$ cat src/rtl/csvs_pkg.sv
package csvs_pkg;

    localparam int DATA_W   = 8;
    localparam int COL_OUT_W = 5;
    localparam int POS_OUT_W = 7;
    localparam int CNT_OUT_W = 6;
    localparam int QUEUE_DEPTH = 4;
    localparam int QPTR_W   = 2;
    localparam int QCNT_W   = 3;

    localparam logic [7:0] CH_COMMA = 8'h2C;
    localparam logic [7:0] CH_QUOTE = 8'h22;
    localparam logic [7:0] CH_CR    = 8'h0D;
    localparam logic [7:0] CH_LF    = 8'h0A;
    localparam logic [7:0] CH_SPACE = 8'h20;
    localparam logic [7:0] CH_TAB   = 8'h09;

    typedef enum logic [1:0] {
        KIND_CHAR = 2'd0,
        KIND_CELL = 2'd1,
        KIND_LINE = 2'd2
    } t_kind;

    typedef enum logic [1:0] {
        OP_CHAR      = 2'd0,
        OP_CELL      = 2'd1,
        OP_LINE      = 2'd2,
        OP_CELL_LINE = 2'd3
    } t_op;

    typedef enum logic [1:0] {
        ST_PARSE = 2'd0,
        ST_STOP  = 2'd1,
        ST_FAIL  = 2'd2
    } t_status;

    // One queued command: a single result, or a cell end followed by a line end
    typedef struct packed {
        t_op                  op;
        logic [COL_OUT_W-1:0] column;
        logic [POS_OUT_W-1:0] position;
        logic [DATA_W-1:0]    out_char;
        logic                 line_ok;
        logic [CNT_OUT_W-1:0] cells;
    } t_entry;

    // Output transaction, lowest field last in the packed layout
    typedef struct packed {
        logic [2:0]           pad;
        logic [CNT_OUT_W-1:0] cells;
        logic                 line_ok;
        logic [DATA_W-1:0]    out_char;
        logic [POS_OUT_W-1:0] position;
        logic [COL_OUT_W-1:0] column;
        t_kind                kind;
    } t_result;

    typedef struct packed {
        logic   push;
        t_entry entry;
    } t_push;

endpackage

$ cat src/rtl/csvs_front.sv
module csvs_front
    import csvs_pkg::*;
#(
    parameter int MAX_COLUMNS = 32,
    parameter int CELL_BYTES  = 72
) (
    input  logic              i_clk,
    input  logic              i_rst_n,
    input  logic              i_accept,
    input  logic [DATA_W-1:0] i_byte,
    input  logic              i_eol,
    output t_push             o_push
);

    localparam int COL_W = $clog2(MAX_COLUMNS + 1);
    localparam int CHR_W = $clog2(CELL_BYTES);

    logic             r_in_quotes, n_in_quotes;
    logic             r_qclosed,   n_qclosed;
    logic             r_pending,   n_pending;
    logic [COL_W-1:0] r_col,       n_col;
    logic [CHR_W-1:0] r_char,      n_char;
    t_status          r_status,    n_status;

    always_ff @(posedge i_clk) begin
        if (!i_rst_n) begin
            r_in_quotes <= 1'b0;
            r_qclosed   <= 1'b0;
            r_pending   <= 1'b0;
            r_col       <= '0;
            r_char      <= '0;
            r_status    <= ST_PARSE;
        end else if (i_accept) begin
            r_in_quotes <= n_in_quotes;
            r_qclosed   <= n_qclosed;
            r_pending   <= n_pending;
            r_col       <= n_col;
            r_char      <= n_char;
            r_status    <= n_status;
        end
    end

    always_comb begin
        logic             do_unq;
        logic             do_emit;
        logic             qc_eff;
        logic [7:0]       emit_ch;
        logic [COL_W-1:0] col_inc;
        logic [CHR_W:0]   char_inc;

        n_in_quotes = r_in_quotes;
        n_qclosed   = r_qclosed;
        n_pending   = r_pending;
        n_col       = r_col;
        n_char      = r_char;
        n_status    = r_status;
        o_push      = '0;
        do_unq      = 1'b0;
        do_emit     = 1'b0;
        qc_eff      = r_qclosed;
        emit_ch     = i_byte;
        col_inc     = r_col + COL_W'(1);
        char_inc    = {1'b0, r_char} + (CHR_W+1)'(1);

        if (i_eol) begin
            o_push.push                 = 1'b1;
            o_push.entry.column         = COL_OUT_W'(r_col);
            o_push.entry.position       = POS_OUT_W'(r_char);
            o_push.entry.line_ok        = (r_status != ST_FAIL);
            if (r_status == ST_FAIL) begin
                o_push.entry.op = OP_LINE;
            end else if (r_col < COL_W'(MAX_COLUMNS)) begin
                o_push.entry.op         = OP_CELL_LINE;
                o_push.entry.cells      = CNT_OUT_W'(col_inc);
            end else begin
                o_push.entry.op         = OP_LINE;
                o_push.entry.cells      = CNT_OUT_W'(r_col);
            end
            n_in_quotes = 1'b0;
            n_qclosed   = 1'b0;
            n_pending   = 1'b0;
            n_col       = '0;
            n_char      = '0;
            n_status    = ST_PARSE;
        end else if (r_status == ST_PARSE) begin
            if (r_in_quotes) begin
                if (r_pending) begin
                    n_pending = 1'b0;
                    if (i_byte == CH_QUOTE) begin
                        do_emit = 1'b1;
                    end else begin
                        n_in_quotes = 1'b0;
                        n_qclosed   = 1'b1;
                        qc_eff      = 1'b1;
                        do_unq      = 1'b1;
                    end
                end else if (i_byte == CH_QUOTE) begin
                    n_pending = 1'b1;
                end else begin
                    do_emit = 1'b1;
                end
            end else begin
                do_unq = 1'b1;
            end

            if (do_unq) begin
                if (i_byte == CH_CR || i_byte == CH_LF) begin
                    n_status = ST_STOP;
                end else if (i_byte == CH_COMMA) begin
                    o_push.push           = 1'b1;
                    o_push.entry.op       = OP_CELL;
                    o_push.entry.column   = COL_OUT_W'(r_col);
                    o_push.entry.position = POS_OUT_W'(r_char);
                    n_col     = col_inc;
                    n_char    = '0;
                    n_qclosed = 1'b0;
                    if (col_inc >= COL_W'(MAX_COLUMNS)) begin
                        n_status = ST_STOP;
                    end
                end else if (i_byte == CH_QUOTE && r_char == '0 && !qc_eff) begin
                    n_in_quotes = 1'b1;
                end else if (qc_eff) begin
                    if (i_byte != CH_SPACE && i_byte != CH_TAB) begin
                        n_status = ST_FAIL;
                    end
                end else begin
                    do_emit = 1'b1;
                end
            end

            // drop characters past the cell limit
            if (do_emit && char_inc < (CHR_W+1)'(CELL_BYTES)) begin
                o_push.push           = 1'b1;
                o_push.entry.op       = OP_CHAR;
                o_push.entry.column   = COL_OUT_W'(r_col);
                o_push.entry.position = POS_OUT_W'(r_char);
                o_push.entry.out_char = emit_ch;
                n_char = CHR_W'(char_inc);
            end
        end
    end

endmodule

$ cat src/rtl/csvs_queue.sv
module csvs_queue
    import csvs_pkg::*;
(
    input  logic   i_clk,
    input  logic   i_rst_n,
    input  t_push  i_push,
    input  logic   i_pop,
    output logic   o_full,
    output logic   o_empty,
    output t_entry o_head
);

    t_entry              r_mem [QUEUE_DEPTH];
    logic [QPTR_W-1:0]   r_wptr, r_rptr;
    logic [QCNT_W-1:0]   r_count, n_count;

    assign o_full  = (r_count == QCNT_W'(QUEUE_DEPTH));
    assign o_empty = (r_count == '0);
    assign o_head  = r_mem[r_rptr];

    always_comb begin
        n_count = r_count;
        if (i_push.push && !i_pop) begin
            n_count = r_count + QCNT_W'(1);
        end else if (!i_push.push && i_pop) begin
            n_count = r_count - QCNT_W'(1);
        end
    end

    always_ff @(posedge i_clk) begin
        if (!i_rst_n) begin
            r_wptr  <= '0;
            r_rptr  <= '0;
            r_count <= '0;
        end else begin
            if (i_push.push) begin
                r_wptr <= r_wptr + QPTR_W'(1);
            end
            if (i_pop) begin
                r_rptr <= r_rptr + QPTR_W'(1);
            end
            r_count <= n_count;
        end
    end

    always_ff @(posedge i_clk) begin
        if (i_push.push) begin
            r_mem[r_wptr] <= i_push.entry;
        end
    end

    a_no_overflow: assert property (@(posedge i_clk) disable iff (!i_rst_n)
        !(i_push.push && o_full && !i_pop))
        else $error("push into full queue");
    a_no_underflow: assert property (@(posedge i_clk) disable iff (!i_rst_n)
        i_pop |-> !o_empty)
        else $error("pop from empty queue");
    a_count_range: assert property (@(posedge i_clk) disable iff (!i_rst_n)
        r_count <= QCNT_W'(QUEUE_DEPTH))
        else $error("queue count out of range");

endmodule

$ cat src/rtl/csvs_back.sv
module csvs_back
    import csvs_pkg::*;
(
    input  logic    i_clk,
    input  logic    i_rst_n,
    input  logic    i_empty,
    input  t_entry  i_head,
    output logic    o_pop,
    output logic    o_valid,
    output t_result o_data,
    output logic    o_last,
    input  logic    i_ready
);

    logic    r_valid, n_valid;
    logic    r_phase, n_phase;
    logic    r_last,  n_last;
    t_result r_data,  n_data;
    logic    load;

    assign load    = !r_valid || i_ready;
    assign o_valid = r_valid;
    assign o_data  = r_data;
    assign o_last  = r_last;

    always_comb begin
        n_valid = r_valid && !i_ready;
        n_phase = r_phase;
        n_last  = r_last;
        n_data  = r_data;
        o_pop   = 1'b0;

        if (load && !i_empty) begin
            n_valid         = 1'b1;
            n_data          = '0;
            n_data.column   = i_head.column;
            n_data.position = i_head.position;
            n_last          = 1'b1;
            unique case (i_head.op)
                OP_CHAR: begin
                    n_data.kind     = KIND_CHAR;
                    n_data.out_char = i_head.out_char;
                    o_pop           = 1'b1;
                end
                OP_CELL: begin
                    n_data.kind = KIND_CELL;
                    o_pop       = 1'b1;
                end
                OP_LINE, OP_CELL_LINE: begin
                    // a combined entry first sends its cell end, then the line end
                    if (i_head.op == OP_CELL_LINE && !r_phase) begin
                        n_data.kind = KIND_CELL;
                        n_last      = 1'b0;
                        n_phase     = 1'b1;
                    end else begin
                        n_data.kind       = KIND_LINE;
                        n_data.column     = '0;
                        n_data.position   = '0;
                        n_data.line_ok    = i_head.line_ok;
                        n_data.cells      = i_head.line_ok ? i_head.cells : '0;
                        n_phase           = 1'b0;
                        o_pop             = 1'b1;
                    end
                end
                default: begin
                    o_pop = 1'b1;
                end
            endcase
        end
    end

    always_ff @(posedge i_clk) begin
        if (!i_rst_n) begin
            r_valid <= 1'b0;
            r_phase <= 1'b0;
        end else begin
            r_valid <= n_valid;
            r_phase <= n_phase;
        end
    end

    always_ff @(posedge i_clk) begin
        r_data <= n_data;
        r_last <= n_last;
    end

    a_phase_head: assert property (@(posedge i_clk) disable iff (!i_rst_n)
        r_phase |-> (!i_empty && i_head.op == OP_CELL_LINE))
        else $error("split entry lost from queue head");
    a_phase_out: assert property (@(posedge i_clk) disable iff (!i_rst_n)
        r_phase |-> (r_valid && r_data.kind == KIND_CELL && !r_last))
        else $error("split entry without pending cell end");
    a_line_last: assert property (@(posedge i_clk) disable iff (!i_rst_n)
        (r_valid && r_data.kind == KIND_LINE) |-> r_last)
        else $error("line end not marked last");

endmodule

$ cat src/rtl/csv_field_splitter.sv
// An accepted byte's result is written to the queue, then registered in the output stage.
// Throughput: one byte per cycle while the queue has room; an end-of-line transaction that
// closes an open cell produces two results that hold the output in turn, absorbed by a four-entry queue.
// Input ready drops only while that queue is full.
// Reset (i_rst_n low, synchronous) clears the parser state, the queue and the output valid.
module csv_field_splitter
    import csvs_pkg::*;
#(
    parameter int MAX_COLUMNS = 32,
    parameter int CELL_BYTES  = 72
) (
    input  logic        i_clk,
    input  logic        i_rst_n,
    input  logic        i_s_tvalid,
    output logic        o_s_tready,
    input  logic [7:0]  i_s_tdata,   // [7:0] in_byte
    input  logic        i_s_tlast,   // end_of_line
    output logic        o_m_tvalid,
    input  logic        i_m_tready,
    output logic [31:0] o_m_tdata,   // [1:0] kind, [6:2] column, [13:7] position,
                                     // [21:14] out_char, [22] line_ok, [28:23] cells
    output logic        o_m_tlast    // last
);

    t_push   front_push;
    t_push   q_push;
    t_entry  head;
    t_result result;
    logic    q_full, q_empty, q_pop;

    assign o_s_tready = !q_full;

    // push only on an accepted transaction
    assign q_push.push  = front_push.push && i_s_tvalid && !q_full;
    assign q_push.entry = front_push.entry;

    csvs_front #(
        .MAX_COLUMNS (MAX_COLUMNS),
        .CELL_BYTES  (CELL_BYTES)
    ) u_front (
        .i_clk    (i_clk),
        .i_rst_n  (i_rst_n),
        .i_accept (i_s_tvalid && !q_full),
        .i_byte   (i_s_tdata),
        .i_eol    (i_s_tlast),
        .o_push   (front_push)
    );

    csvs_queue u_queue (
        .i_clk   (i_clk),
        .i_rst_n (i_rst_n),
        .i_push  (q_push),
        .i_pop   (q_pop),
        .o_full  (q_full),
        .o_empty (q_empty),
        .o_head  (head)
    );

    csvs_back u_back (
        .i_clk   (i_clk),
        .i_rst_n (i_rst_n),
        .i_empty (q_empty),
        .i_head  (head),
        .o_pop   (q_pop),
        .o_valid (o_m_tvalid),
        .o_data  (result),
        .o_last  (o_m_tlast),
        .i_ready (i_m_tready)
    );

    assign o_m_tdata = result;

endmodule
$ cat config.mk
export PLATFORM = sky130hd
export DESIGN_NAME = csv_field_splitter
export DESIGN_NICKNAME = d
export VERILOG_FILES = /design/src/rtl/csvs_pkg.sv /design/src/rtl/csvs_front.sv /design/src/rtl/csvs_queue.sv /design/src/rtl/csvs_back.sv /design/src/rtl/csv_field_splitter.sv
export SDC_FILE = /design/constraint.sdc
export NUM_CORES = 1
export LEC_CHECK = 0
export ABC_CLOCK_PERIOD_IN_PS = 4400
export BUFFER_PORTS_ARGS = -buffer_cell sky130_fd_sc_hd__buf_2
export CAP_MARGIN = 20
export CORE_ASPECT_RATIO = 1.5
export CORE_UTILIZATION = 54
export DETAILED_ROUTE_END_ITERATION = 6
export PLACE_DENSITY = 0.72
export SYNTH_ARGS = -nofsm -noshare
export SYNTH_HDL_FRONTEND = slang
export SYNTH_HIERARCHICAL = 1
export SYNTH_SLANG_ARGS = --single-unit
$ cat constraint.sdc
create_clock -name i_clk -period 4.4 [get_ports i_clk]
set_input_delay 1.32 -clock i_clk [delete_from_list [all_inputs] [get_ports i_clk]]
set_output_delay 1.32 -clock i_clk [all_outputs]
set_load 0.05 [all_outputs]
=== Word level (Yosys, flattened, before mapping) ===
Memories as Yosys holds them, arrays and structs flattened. A register that Yosys moved wholly into a read port is not among the register bits.
Index checks and enable logic that the tools add are counted.

* Reduce and logical (&&, ||, !) cells: 45
* Mux-type cells: 84
* Multipliers: 0
* Order comparisons: 3
* Shifts and indexed selects: 0
* Equality and inequality tests: 16
* Div/mod/pow operators: 0
* Add/subtract/negate cells: 6
* Bitwise logic cells: 2

{| class="wikitable"
|+ Operators by type and width
! cell !! count
|-
| 2-to-1 mux 15 bit || 4
|-
| 2-to-1 mux 7 bit || 7
|-
| 2-to-1 mux 23 bit || 2
|-
| 2-to-1 mux 1 bit || 45
|-
| 2-to-1 mux 6 bit || 7
|-
| 2-to-1 mux 12 bit || 2
|-
| 2-to-1 mux 2 bit || 12
|-
| equality test 8 x 4 -> 1 bit (second input constant) || 2
|-
| equality test 8 x 6 -> 1 bit (second input constant) || 2
|-
| logical AND 1 bit || 12
|-
| AND reduction 5 bit || 2
|-
| nonzero test 2 bit || 5
|-
| adder 7 x 1 -> 8 bit (second input constant) || 1
|-
| zero test 1 bit || 8
|-
| < comparator 8 x 7 -> 1 bit (second input constant) || 1
|-
| 2-to-1 mux 8 bit || 1
|-
| != test 8 x 4 -> 1 bit (second input constant) || 1
|-
| != test 8 x 6 -> 1 bit (second input constant) || 1
|-
| nonzero test 4 bit || 2
|-
| zero test 7 bit || 1
|-
| AND reduction 7 bit || 1
|-
| adder 6 x 1 -> 6 bit (second input constant) || 1
|-
| equality test 2 bit (second input constant) || 3
|-
| >= comparator 6 bit (second input constant) || 1
|-
| other kinds (22) || 32
|}

* Register bits: 57
* Memory bits (writable): 116
* Input port bits: 13
* Output and inout bits: 35
* Memories kept: 1
* Logic and storage cells: 175
* Memory bits (read-only): 0
* Latch bits: 0

{| class="wikitable"
|+ Memory list
! name !! depth !! width !! read ports !! clocked after memory_dff !! write ports !! RTL line !! source
|-
| u_queue.r_mem || 4 || 29 || 1 || 1 || 1 || csvs_queue.sv:13 || <nowiki>t_entry r_mem [QUEUE_DEPTH];</nowiki>
|}

=== Longest topological paths before layout ===
Gate-level depths: netlist of run 1.

* Depth in word-level cells: 24
* Mapped depth: 18
* Gate-level depth less buffers: 17

=== Cells and area by module ===
The synthesis of run 1 kept the hierarchy.

{| class="wikitable"
|+ Modules (own cells, without submodules)
! module !! area each (µm²) !! seq. area each (µm²) !! cells each !! times used
|-
| csvs_queue || 4638.2 || 3663.5 || 194 || 1
|-
| csvs_front || 1527.7 || 360.3 || 205 || 1
|-
| csvs_back || 1243.7 || 940.9 || 78 || 1
|-
| csv_field_splitter || 18.8 || 0.0 || 3 || 1
|}

=== Least setup slack after synthesis of run 1 ===
OpenSTA, ideal clock, no wires.

* Kind: input -> register
* From: input port i_s_tdata[4]
* To: register u_queue.r_count[2]
* Cell stages on the path: 16
* Data arrival time: 4.546 ns
* Path slack: -0.222 ns
* Library setup time: 0.076 ns
* Buffers on the path: 1
* Required time: 4.324 ns
* Cells stage by stage: or4_1 > nor2_1 > ha_1 > and2_1 > a41o_1 > nand3_1 > o31a_1 > buf_6 > inv_2 > and3b_1 > ha_1 > inv_1 > fa_1 > xor2_1 > or3_1 > a21boi_0

{| class="wikitable"
|+ RTL lines
! element !! RTL line !! source
|-
| from (decl) || csv_field_splitter.sv:16 || <nowiki>input logic [7:0] i_s_tdata,</nowiki>
|-
| to (signal assigned) || csvs_queue.sv:42 || <nowiki>r_count <= n_count;</nowiki>
|-
| to (decl) || csvs_queue.sv:15 || <nowiki>logic [QCNT_W-1:0] r_count, n_count;</nowiki>
|}

==> flow_summary.json, run 1 <==
{
  "min_to": "u_front/r_pending$_SDFFE_PN0P_",
  "critPathTopFamily": "simple AND/OR/NAND/NOR gates",
  "timing.fmax_mhz": 246,
  "reg2reg_depth": 14,
  "grt_pass1_vias": 4379,
  "worst_setup_path_start_kind": "input pin",
  "fin_skew_ps": 10.7,
  "ios": 48,
  "post_cts_resized": 0,
  "diodes": 0,
  "drt_iter0_drc": 354,
  "synth_area_per_cell_um2": 15.5,
  "ys_types": 63,
  "wl_per_cell_um": 19.3,
  "slowest_delay_ps": 570,
  "hold_depth": 2,
  "ys_seq_area_frac": 0.668,
  "rr_endpoint": "u_queue/r_count[2]$_SDFFE_PN0P_",
  "die_y_um": 146,
  "clkLatencyLatePin_ps": 410,
  "overflow": 0,
  "fin_crit_ps": 4070,
  "cts_hold_buf": 0,
  "async_flop_share": 0,
  "cp_slowest_cell": "or4_4",
  "root_buffer": "clkbuf_16",
  "grt_pass1_wl_mm": 22.1,
  "violations": "design-rule violations",
  "num_vias": 4199,
  "hold_slack_ps": 514,
  "hold_violations": 0,
  "initial_core_util": 0.552,
  "cap_violations": 0,
  "max_slew.worst_pin.slew_ps": 637,
  "finalMaxSlewViolations": 0,
  "numPortBuffers": 44,
  "min_from": "u_front/r_pending$_SDFFE_PN0P_",
  "required_ps": 4740,
  "critPathCaptureType": "register",
  "powerDensity_nw_per_um2": 619,
  "fill_cells": 948,
  "critPathBufInv": 3,
  "ir_drop_mv": 0.281,
  "cts_buffers": 17,
  "layout-drive-gt1-share": 0.252,
  "final_common_cell": "edfxtp_1",
  "ant_nets": 0,
  "fin_tns_setup_ps": 0,
  "path_cells": "buf_2 > or4_4 > nor2_4 > ha_1 > and2_1 > a41o_1 > nand3_2 > o31a_1 > inv_2 > and3b_2 > ha_4 > inv_1 > fa_2 > xor2_1 > or3_1 > a21boi_1",
  "multi_input_area_um2": 2300,
  "critPathMaxFanout": 3,
  "postLayoutCellArea_um2": 8520,
  "place_area_um2": 7920,
  "finalCritPeriodShare": 0.926,
  "setup_violations": 0,
  "netlist_area_um2": 7430,
  "area_growth_pct": 14.7,
  "p_leak_uw": 0.00308,
  "hold_path_class": "reg2reg",
  "path_class": "in2reg",
  "cts_sinks": 175,
  "syn_inst": 480,
  "drcViolationCount": 15,
  "synth-edff-count": 146,
  "num-nets-final": 565,
  "grt_max_degree": 32,
  "yosys.area.top_type": "edfxtp_1",
  "vias_per_cell": 5.88,
  "ys_ff_latch": 175,
  "path_clk_slew_ps": 60,
  "yosys_warnings": 6,
  "yosys-top-cells-area": "edfxtp_1 59%, mux4_2 8.5%, dfxtp_1 7.8%",
  "tritoncts": "done",
  "gp_congestion": 0.905,
  "layout_common_cells": "146 x edfxtp_1, 44 x buf_2, 42 x and2_1",
  "r2r_setup_slack_ps": 930,
  "rsz0062_at_grt": "false",
  "cp.arrival_ps": 4410,
  "max_slew_margin": 0.573,
  "fp.dieW_um": 97.8,
  "std_cell_rows": 52,
  "regArea_um2": 4970,
  "h-tree-depth": 4,
  "synth_top_area_frac": 0.590,
  "synthFlopType": "edfxtp_1",
  "grt_usage": 0.207,
  "clk_path_buf_depth": 2,
  "reg2reg_from": "u_front/r_char[0]$_SDFFE_PN0P_",
  "dr.pass1.iters": 7,
  "post_cts_buffers": 0,
  "dp_hpwl_mm": 8.77,
  "antenna_found_initial": 0,
  "core_area_um2": 13500,
  "status": "finished with violations",
  "fp.dieArea_um2": 14200,
  "wl_mm": 13.8
}
==> logic make-up (layout without fill, tap and decap cells) <==
group / Yosys count / count (layout) / synth area share
compound gates: 55 / 55 / 0.0529
buf+inv: 38 / 108 / 0.0273
simple gates: 160 / 160 / 0.129
fa+ha+maj: 12 / 12 / 0.0212
mux: 32 / 32 / 0.0925
xor+xnor: 7 / 7 / 0.00825
other cells: 1 / 3 / 0.000505
flops: 175 / 175 / 0.668
==> cell usage after synthesis, types with 6 or more instances <==
cell type / count
nand3_1: 13
nor2_1: 21
ha_1: 11
nor2b_2: 7
dfxtp_1: 29
inv_1: 17
nand2_1: 21
and3_1: 10
o21ai_0: 10
clkbuf_1: 8
edfxtp_1: 146
a21oi_1: 11
nor2b_1: 9
mux4_2: 28
and2_1: 42
nor3_1: 6
==> worst min-delay path, stage by stage, from the launching register on <==
cell,delay [ps]
dfxtp_1,330
o21ai_0,80
a21oi_1,60
==> area by class of cell <==
class	count	share of cell area
Sequential cell	175	0.583
Multi-Input combinational cell	269	0.270
Tap cell	162	0.0238
Clock buffer	18	0.0504
Inverter	19	0.00837
Clock inverter	13	0.0207
Timing Repair Buffer	58	0.0440
==> sequential cells by signal (all words and copies together) (netlist names), named ones only <==
register,count
u_front/r_status,2
u_front/r_char,7
u_back/r_phase,1
u_back/o_data,29
u_back/o_valid,1
u_queue/r_wptr,2
u_front/r_col,6
u_front/r_qclosed,1
u_front/r_in_quotes,1
u_front/r_pending,1
u_queue/r_count,3
u_back/o_last,1
u_queue/r_rptr,2
u_queue/r_mem,116
==> power by group <==
group	internal [uW]	switching [uW]	total, uW
logic	475	1030	1500
registers	2150	104	2250
clock network	905	620	1530
total	3530	1750	5280
==> through the flow <==
step | power (uW) | setup WS (ps) | utilization | std cells
detailed placement | 3800 | -61.9 | 0.588 | 683
floorplan | 3450 | 12.8 | - | 482
global placement | 3770 | 88.6 | 0.588 | 683
CTS | 5330 | 377 | 0.633 | 714
finish | 5280 | 327 | 0.633 | 714
global route | 5490 | 178 | 0.633 | 714
==> worst max path at each step <==
stage / slack, ps / end / cells after the start / startpoint
floorplan: 10 / u_queue/r_count[2]$_SDFFE_PN0P_ / 16 / i_s_tdata[2]
global placement: 90 / u_queue/r_count[2]$_SDFFE_PN0P_ / 16 / i_s_tdata[2]
detailed placement: -60 / u_queue/r_count[2]$_SDFFE_PN0P_ / 16 / i_s_tdata[2]
CTS: 380 / u_queue/r_count[2]$_SDFFE_PN0P_ / 16 / i_s_tdata[2]
global route: 180 / u_queue/r_count[2]$_SDFFE_PN0P_ / 15 / i_s_tdata[2]
finish: 330 / u_queue/r_count[2]$_SDFFE_PN0P_ / 16 / i_s_tdata[2]
==> routing by layer <==
| metal | up-vias | part of all wire | global-route usage | routed length (um) |
|---|---|---|---|---|
| met5 | - | 0 | 0 | 0 |
| met4 | 0 | 0.036 | 0.112 | 495 |
| met3 | 32 | 0.034 | 0.0365 | 463 |
| met2 | 118 | 0.55 | 0.379 | 7590 |
| met1 | 2099 | 0.38 | 0.224 | 5210 |
| li1 | 1950 | - | - | - |
(Power assumes the default switching activity.)
==> run 2, diff against run 1 <==
- ABC_CLOCK_PERIOD_IN_PS: 4400 -> 4300
- CORE_UTILIZATION: 54 -> 35
- PLACE_DENSITY: 0.72 -> 0.48
- clock period: 4.4 -> 4.3 ns (I/O delays scaled with it)
==> run 2 against run 1 <==
Against the previous run: the flow now finishes without violations; die area grew 53%; first-iteration DRC count shrank 44%; highest routed layer unchanged; non-clock buffer count grew 3; final cell count grew 15%; design area grew 1.1%; via count shrank 1.0%; critical path depth is the same; hold slack lost 10 ps; count of clock-buffer cells in the layout grew 7.
==> flow_summary.json, run 2 (synthesis gave the netlist of run 1 again) <==
{
  "grt_pass1_wl_mm": 24.1,
  "max_slew_margin": 0.432,
  "swShare": 0.334,
  "power_switching_uw": 1770,
  "grt_pass1_vias": 4393,
  "path_class": "in2reg",
  "postLayoutCellArea_um2": 8620,
  "clkLatencyLatePin_ps": 430,
  "cp_slowest_cell": "or4_4",
  "dp_hpwl_mm": 9.59,
  "timing.fmax_mhz": 259,
  "std_cell_rows": 64,
  "setup_violations": 0,
  "grt_max_degree": 32,
  "r2r_setup_slack_ps": 1010,
  "layout_common_cells": "146 x edfxtp_1, 44 x buf_2, 37 x and2_1",
  "critPathCaptureType": "register",
  "h-tree-depth": 4,
  "power_frac_clock": 0.274,
  "drcViolationCount": 0,
  "cts_buffers": 17,
  "path_cells": "buf_2 > or4_4 > nor2_4 > ha_1 > and2_1 > a41o_1 > nand3_2 > o31a_1 > inv_2 > and3b_2 > ha_4 > inv_1 > fa_2 > xor2_1 > or3_1 > a21boi_1",
  "post_cts_resized": 0,
  "met3_usage": 0.0358,
  "wl_mm": 15.2,
  "p_leak_uw": 0.00306,
  "place_area_um2": 8070,
  "largest_register_ffs": 116,
  "seqPwrFrac": 0.436,
  "clk_path_buf_depth": 2,
  "grt_usage": 0.151,
  "status": "finished clean",
  "worst_setup_path_start_kind": "input pin",
  "post_cts_buffers": 0,
  "num-nets-final": 568,
  "drt_iter0_drc": 197,
  "hold_path_class": "reg2reg",
  "antenna_found_initial": 0,
  "top_register": "u_queue/r_mem",
  "final_util": 0.419,
  "fp.dieArea_um2": 21800,
  "area_growth_pct": 16.0,
  "num_vias": 4155,
  "powerDensity_nw_per_um2": 617,
  "wl_per_cell_um": 18.6,
  "fill_cells": 1878,
  "critPathTopFamily": "simple AND/OR/NAND/NOR gates",
  "critPathMaxFanout": 3,
  "gp_congestion": 0.818,
  "path_clk_slew_ps": 60,
  "core_area_um2": 20600,
  "slowest_delay_ps": 560,
  "vias_per_cell": 5.07,
  "fin_skew_ps": 10.7,
  "comb_power_share": 0.290,
  "root_buffer": "clkbuf_16",
  "finalMaxSlewViolations": 0,
  "fin_tns_setup_ps": 0,
  "reg2reg_from": "u_front/r_char[0]$_SDFFE_PN0P_",
  "max_slew.worst_pin.slew_ps": 851,
  "die_y_um": 180,
  "ant_nets": 0,
  "dr.pass1.iters": 4,
  "cp.arrival_ps": 4220,
  "p_int_uw": 3540,
  "multi_input_area_um2": 2310,
  "ir_drop_mv": 0.239,
  "rsz0062_at_grt": "false",
  "use_met2": 0.277,
  "numPortBuffers": 44,
  "min_from": "u_queue/r_count[2]$_SDFFE_PN0P_",
  "cts_hold_buf": 0,
  "final_common_cell": "edfxtp_1",
  "critPathBufInv": 3,
  "reg2reg_depth": 14,
  "regArea_um2": 4970,
  "cap_violations": 0,
  "use_met1": 0.159,
  "hold_depth": 2,
  "fp.dieW_um": 121,
  "ios": 48,
  "cts_sinks": 175,
  "min_to": "u_queue/r_count[2]$_SDFFE_PN0P_",
  "diodes": 0,
  "fin_crit_ps": 3860,
  "tritoncts": "done",
  "hold_violations": 0,
  "rr_endpoint": "u_queue/r_count[2]$_SDFFE_PN0P_",
  "layout-drive-gt1-share": 0.255,
  "initial_core_util": 0.361,
  "overflow": 0,
  "finalCritPeriodShare": 0.897,
  "top_usage_layer": "met2",
  "power_uw": 5320,
  "required_ps": 4660,
  "hold_slack_ps": 504
}
## run 2: changes by cell type in the layout (fill, tap and decap cells not counted), sizes merged
| cell | change |
|---|---|
| bufinv | -1 |
| clkbuf | +7 |
| inv | -6 |
| clkinv | +1 |
| buf | +3 |
## run 2: how the worst max path moves through the flow
stage / endpoint / from / cells after the start / slack [ps]
after floorplan: u_queue/r_count[2]$_SDFFE_PN0P_ / i_s_tdata[2] / 16 / 1
after global routing: u_queue/r_count[2]$_SDFFE_PN0P_ / i_s_tdata[2] / 18 / 250
after CTS: u_queue/r_count[2]$_SDFFE_PN0P_ / i_s_tdata[2] / 16 / 440
final: u_queue/r_count[2]$_SDFFE_PN0P_ / i_s_tdata[2] / 16 / 440
after global placement: u_queue/r_count[2]$_SDFFE_PN0P_ / i_s_tdata[2] / 16 / 50
after detailed placement: u_queue/r_count[2]$_SDFFE_PN0P_ / i_s_tdata[2] / 16 / 4
## run 2: layer usage
metal / share of wire / vias to the layer above
li1: - / 1951
met1: 0.39 / 2088
met2: 0.56 / 83
met3: 0.028 / 33
met4: 0.029 / 0
met5: 0 / -
## run 2: layout make-up
cell class / count / share of cell area
Sequential cell: 175 / 0.576
Clock inverter: 7 / 0.0106
Clock buffer: 25 / 0.0528
Tap cell: 264 / 0.0383
Multi-Input combinational cell: 269 / 0.268
Timing Repair Buffer: 61 / 0.0462
Inverter: 19 / 0.00827
## run 2: worst min-delay path, cell delays in order, from the launching register on
cell      delay [ps]
dfxtp_1          330
o21ai_0           70
a21boi_1          60
## run 2: power by group through the flow
stage | clock network [uW] | logic, uW | registers (uW)
2_1_floorplan | 0 | 688 | 2850
3_3_place_gp | 0 | 1580 | 2340
3_5_place_dp | 0 | 1580 | 2360
4_1_cts | 1490 | 1580 | 2320
5_1_grt | 1560 | 1660 | 2350
6_report | 1460 | 1540 | 2320
## run 2: through the flow
stage / worst slack (ps) / instances
CTS: 442 / 820
global route: 250 / 820
detailed placement: 3.52 / 788
finish: 445 / 820
global placement: 53.1 / 788
floorplan: 1.28 / 482
